$ cat src/design/fcst_pkg.sv
// Shared types and constants for the FAST-12 segment test block.
// Used by every module in this folder; depends on nothing.
package fcst_pkg;

  localparam int RingSize  = 16;
  localparam int IdxW      = 4;
  localparam int PixW      = 8;
  localparam int DiffW     = PixW + 1;
  localparam int ScoreW    = 13;
  localparam int CompassN  = 4;

  // Compass positions in cyclic order
  localparam logic [IdxW-1:0] CompassPos [CompassN] = '{4'd13, 4'd1, 4'd5, 4'd9};

  typedef logic [PixW-1:0]          pix_t;
  typedef logic signed [DiffW-1:0]  diff_t;
  typedef logic signed [ScoreW-1:0] score_t;

  // What one start lane finds for its arc
  typedef struct packed {
    logic   all_above;
    logic   all_below;
    score_t sum_lo;
    score_t sum_hi;
  } lane_t;

endpackage

$ cat src/design/fcst_merge.sv
// Merge of the start lanes: compass prescreen, first matching start, final score.
// Depends on fcst_pkg.
module fcst_merge (
  input  fcst_pkg::lane_t [fcst_pkg::RingSize-1:0] lane_i,
  input  logic [fcst_pkg::RingSize-1:0]            above_i,
  input  logic [fcst_pkg::RingSize-1:0]            below_i,
  output fcst_pkg::score_t                         score_o,
  output logic                                     is_corner_o,
  output logic                                     pre_o
);

  logic [fcst_pkg::CompassN-1:0] cmp_above;
  logic [fcst_pkg::CompassN-1:0] cmp_below;
  logic                          found;
  fcst_pkg::score_t              sel_lo;
  fcst_pkg::score_t              sel_hi;

  always_comb begin
    for (int c = 0; c < fcst_pkg::CompassN; c++) begin
      cmp_above[c] = above_i[fcst_pkg::CompassPos[c]];
      cmp_below[c] = below_i[fcst_pkg::CompassPos[c]];
    end
    pre_o = 1'b0;
    for (int c = 0; c < fcst_pkg::CompassN; c++) begin
      pre_o = pre_o
            | (cmp_above[c] & cmp_above[(c + 1) % fcst_pkg::CompassN]
               & cmp_above[(c + 2) % fcst_pkg::CompassN])
            | (cmp_below[c] & cmp_below[(c + 1) % fcst_pkg::CompassN]
               & cmp_below[(c + 2) % fcst_pkg::CompassN]);
    end

    // lowest start wins: scan down so the last hit is the lowest
    found  = 1'b0;
    sel_lo = '0;
    sel_hi = '0;
    for (int s = fcst_pkg::RingSize - 1; s >= 0; s--) begin
      if (lane_i[s].all_above || lane_i[s].all_below) begin
        found  = 1'b1;
        sel_lo = lane_i[s].sum_lo;
        sel_hi = lane_i[s].sum_hi;
      end
    end

    score_o     = (pre_o && found) ? (sel_lo + sel_hi) : '0;
    is_corner_o = score_o != '0;
  end

endmodule

$ cat config.mk
export PLATFORM = sky130hd
export DESIGN_NAME = fcst_merge
export DESIGN_NICKNAME = d
export VERILOG_FILES = /design/src/design/fcst_pkg.sv /design/src/design/fcst_merge.sv
export SDC_FILE = /design/constraint.sdc
export NUM_CORES = 1
export LEC_CHECK = 0
export ABC_AREA = 1
export BUFFER_PORTS_ARGS = -buffer_cell sky130_fd_sc_hd__buf_2
export CAP_MARGIN = 10
export CORE_AREA = 4 4 188 190
export DETAILED_ROUTE_END_ITERATION = 7
export DIE_AREA = 0 0 192 194
export GPL_TIMING_DRIVEN = 0
export SLEW_MARGIN = 40
export SYNTH_ARGS = -nofsm -noshare
export SYNTH_HDL_FRONTEND = slang
export SYNTH_SLANG_ARGS = --single-unit
$ cat constraint.sdc
create_clock -name vclk -period 3.9
set_clock_uncertainty 0.2 [all_clocks]
set_input_delay 0.195 -clock vclk [all_inputs]
set_output_delay 0.195 -clock vclk [all_outputs]
set_load 0.005 [all_outputs]
==> summary.txt <==
Critical path
  – Most frequent CP cell: nand2_1
  – Family with the most delay on the worst path: simple AND/OR/NAND/NOR gates
  – CP max stage cell: fa_2
  – Buf+Inv Stages, Crit Path: 6
  – Setup CP Type: input pin to primary output
  – End of the critical path: is_corner_o
  – Critical path data required time: 3.50 ns
  – Launch point of the critical path: lane_i[362]
  – Largest stage delay, worst path: 0.36 ns
  – Maximum fanout along the worst path: 10
  – Arr. time, crit path: 4.14 ns
  – Crit. path cell count: 36
  – Critical Path Start Type: input pin
  – Worst setup EP type: primary output

Synthesis
  – Yosys synthesis warning count: 0
  – Syn nets: 1564
  – Synthesized area: 4960 sq um
  – Leading area contributor after synthesis: nand2_1
  – Count of cell types in the netlist: 35
  – Ranking of synthesized cells by area: nand2_1, a21oi_1, nor2_1, o211ai_1, inv_1
  – Area share of the largest cell type after synthesis: 26.4%
  – Seq/Total Area, Yosys: 0%
  – Synth Instances: 1071
  – Syn_area_per_cell: 4.63 sq um

Worst hold path
  – Hold Crit Class: input pin to primary output
  – Min-Delay Path Depth: 6

Floorplanning
  – Core Area: 33400 sq um
  – Die height: 194 um
  – IO Count: 495
  – Row count: 67
  – Starting Density: 14.8%
  – Total die area: 37200 sq um
  – Die width: 192 um

Timing
  – Setup-failing EPs final: 7
  – Max Clock Freq: 0.221 GHz
  – Min cycle time layout: 4.53 ns
  – RSZ-0062 raised after global routing: true
  – Final Hold Vio Count: 0
  – Final WS setup: -0.630 ns
  – Crit share post-route: 116%
  – Slew Viols, Final: 0
  – TNS Setup: -2.68 ns
  – Least-Margin Pin Slew: 0.730 ns
  – Rel. slew slack: 51.3%

Global routing
  – Gr usage total: 19.9%
  – Vias in the first global route: 9522
  – First-pass GRT wire length: 56800 um
  – Largest net degree at the start of global routing: 11
  – Initial antenna violation count: 9
  – Remaining Overflow, GRT: 0

Routing
  – DRT Wirelength: 40600 um
  – Antenna-violating nets left: 0
  – Vias: 9425
  – Via density: 4.64
  – Drt initial violations: 605
  – Drt drc: 0
  – Wire per inst: 20.0 um
  – DR pass1 iterations: 5

Run status
  – Status: complete, but fails checks
  – Violated checks: negative setup slack

Final layout
  – Most frequent cells in the layout: buf_2, nand2_1, a21oi_1
  – Seq cells: 0
  – Share of cells above drive strength 1: 41.1%
  – Final Util: 25.9%
  – Layout net count: 2075
  – FF+latch area: 0 sq um
  – Most common cell after layout, fill and taps aside: buf_2
  – CLK BUF: 0
  – Filler cells: 3906
  – Area Growth Syn to Fin: 74.7%

Power and ir drop
  – Maximum vdd drop: 0.0877 mV
  – PD cells: 127 nW/um^2
  – Leakage: 4.43 nW
  – Tot Pwr: 1.10 mW

Run
  – Max-cap violation count: 0

Placement
  – DP Wirelength: 34900 um
  – Port Buf Inserts: 471
  – GPL Wtd Cong: 0.984
[metrics by stage]
stage | setup WS, ns | std cells | hold WS [ns] | area, sq um
4_1_cts | -0.706 | 2025 | 0.651 | 8440
6_report | -0.630 | 2033 | 0.630 | 8660
2_1_floorplan | 0.0572 | 1071 | 0.399 | 4960
3_3_place_gp | -1.40 | 1990 | 0.644 | 7880
3_5_place_dp | -1.56 | 1990 | 0.646 | 7880
5_1_grt | -0.961 | 2031 | 0.678 | 8650
[worst min-delay path by stage]
| stage | slack, ns | start | end |
|---|---|---|---|
| 2_1_floorplan | 0.40 | below_i[9] | pre_o |
| 3_3_place_gp | 0.64 | below_i[9] | pre_o |
| 3_5_place_dp | 0.65 | below_i[9] | pre_o |
| 4_1_cts | 0.65 | above_i[9] | pre_o |
| 5_1_grt | 0.68 | above_i[9] | pre_o |
| 6_report | 0.63 | above_i[9] | pre_o |
[routing by layer]
metal | global-route usage, % | share of wire [%]
met2 | 36.6 | 50
met4 | 4.38 | 2.6
met1 | 24.4 | 40
met3 | 2.70 | 7.6
met5 | 0 | 0.12
[final cells by class]
class | instances | area, sq um | share of cell area [%]
multi-input cells | 898 | 4590 | 53.1
repair buffers | 510 | 2690 | 31.1
well taps | 448 | 561 | 6.47
inverters | 99 | 409 | 4.73
plain buffers | 73 | 389 | 4.49
diodes | 5 | 12.5 | 0.145
[kinds of logic (layout without fill, tap and decap cells)]
group | after synthesis | in the layout | share of synthesized area, %
adder cells (fa/ha/maj) | 13 | 13 | 3.43
AND/OR/NAND/NOR | 507 | 507 | 41.6
AO/OA/AOI/OAI | 378 | 378 | 40.9
buffers and inverters | 173 | 682 | 14.1
other | 0 | 5 | 0
[Yosys cell counts, drive strengths merged]
master and count:
o211ai 47, clkinv 2, o21ai 75, nor2 128, o21bai 1, nor3 2
clkbuf 55, nand3 10, o221ai 2, ha 12, fa 1, buf 19
or2 9, nor4 3, a21oi 252, o21a 1, nand2 353, nand4 2
inv 97
[report_power, final]
group | switching, mW | leakage [nW] | internal, mW
sequential | 0 | 0 | 0
clock | 0 | 0.0000317 | 0.000000172
combinational | 0.620 | 4.43 | 0.477
total | 0.620 | 4.43 | 0.477
[repair_timing]
item / 4_1_cts / 5_1_grt
cloned: 1 / 0
endpoints found under the setup margin: 13 / 11
hold buffers: 0 / 0
buffers inserted: 39 / 11
resized for setup: 90 / 56
pin swaps: 35 / 65
Note: power is estimated with default switching activity, not from simulation.
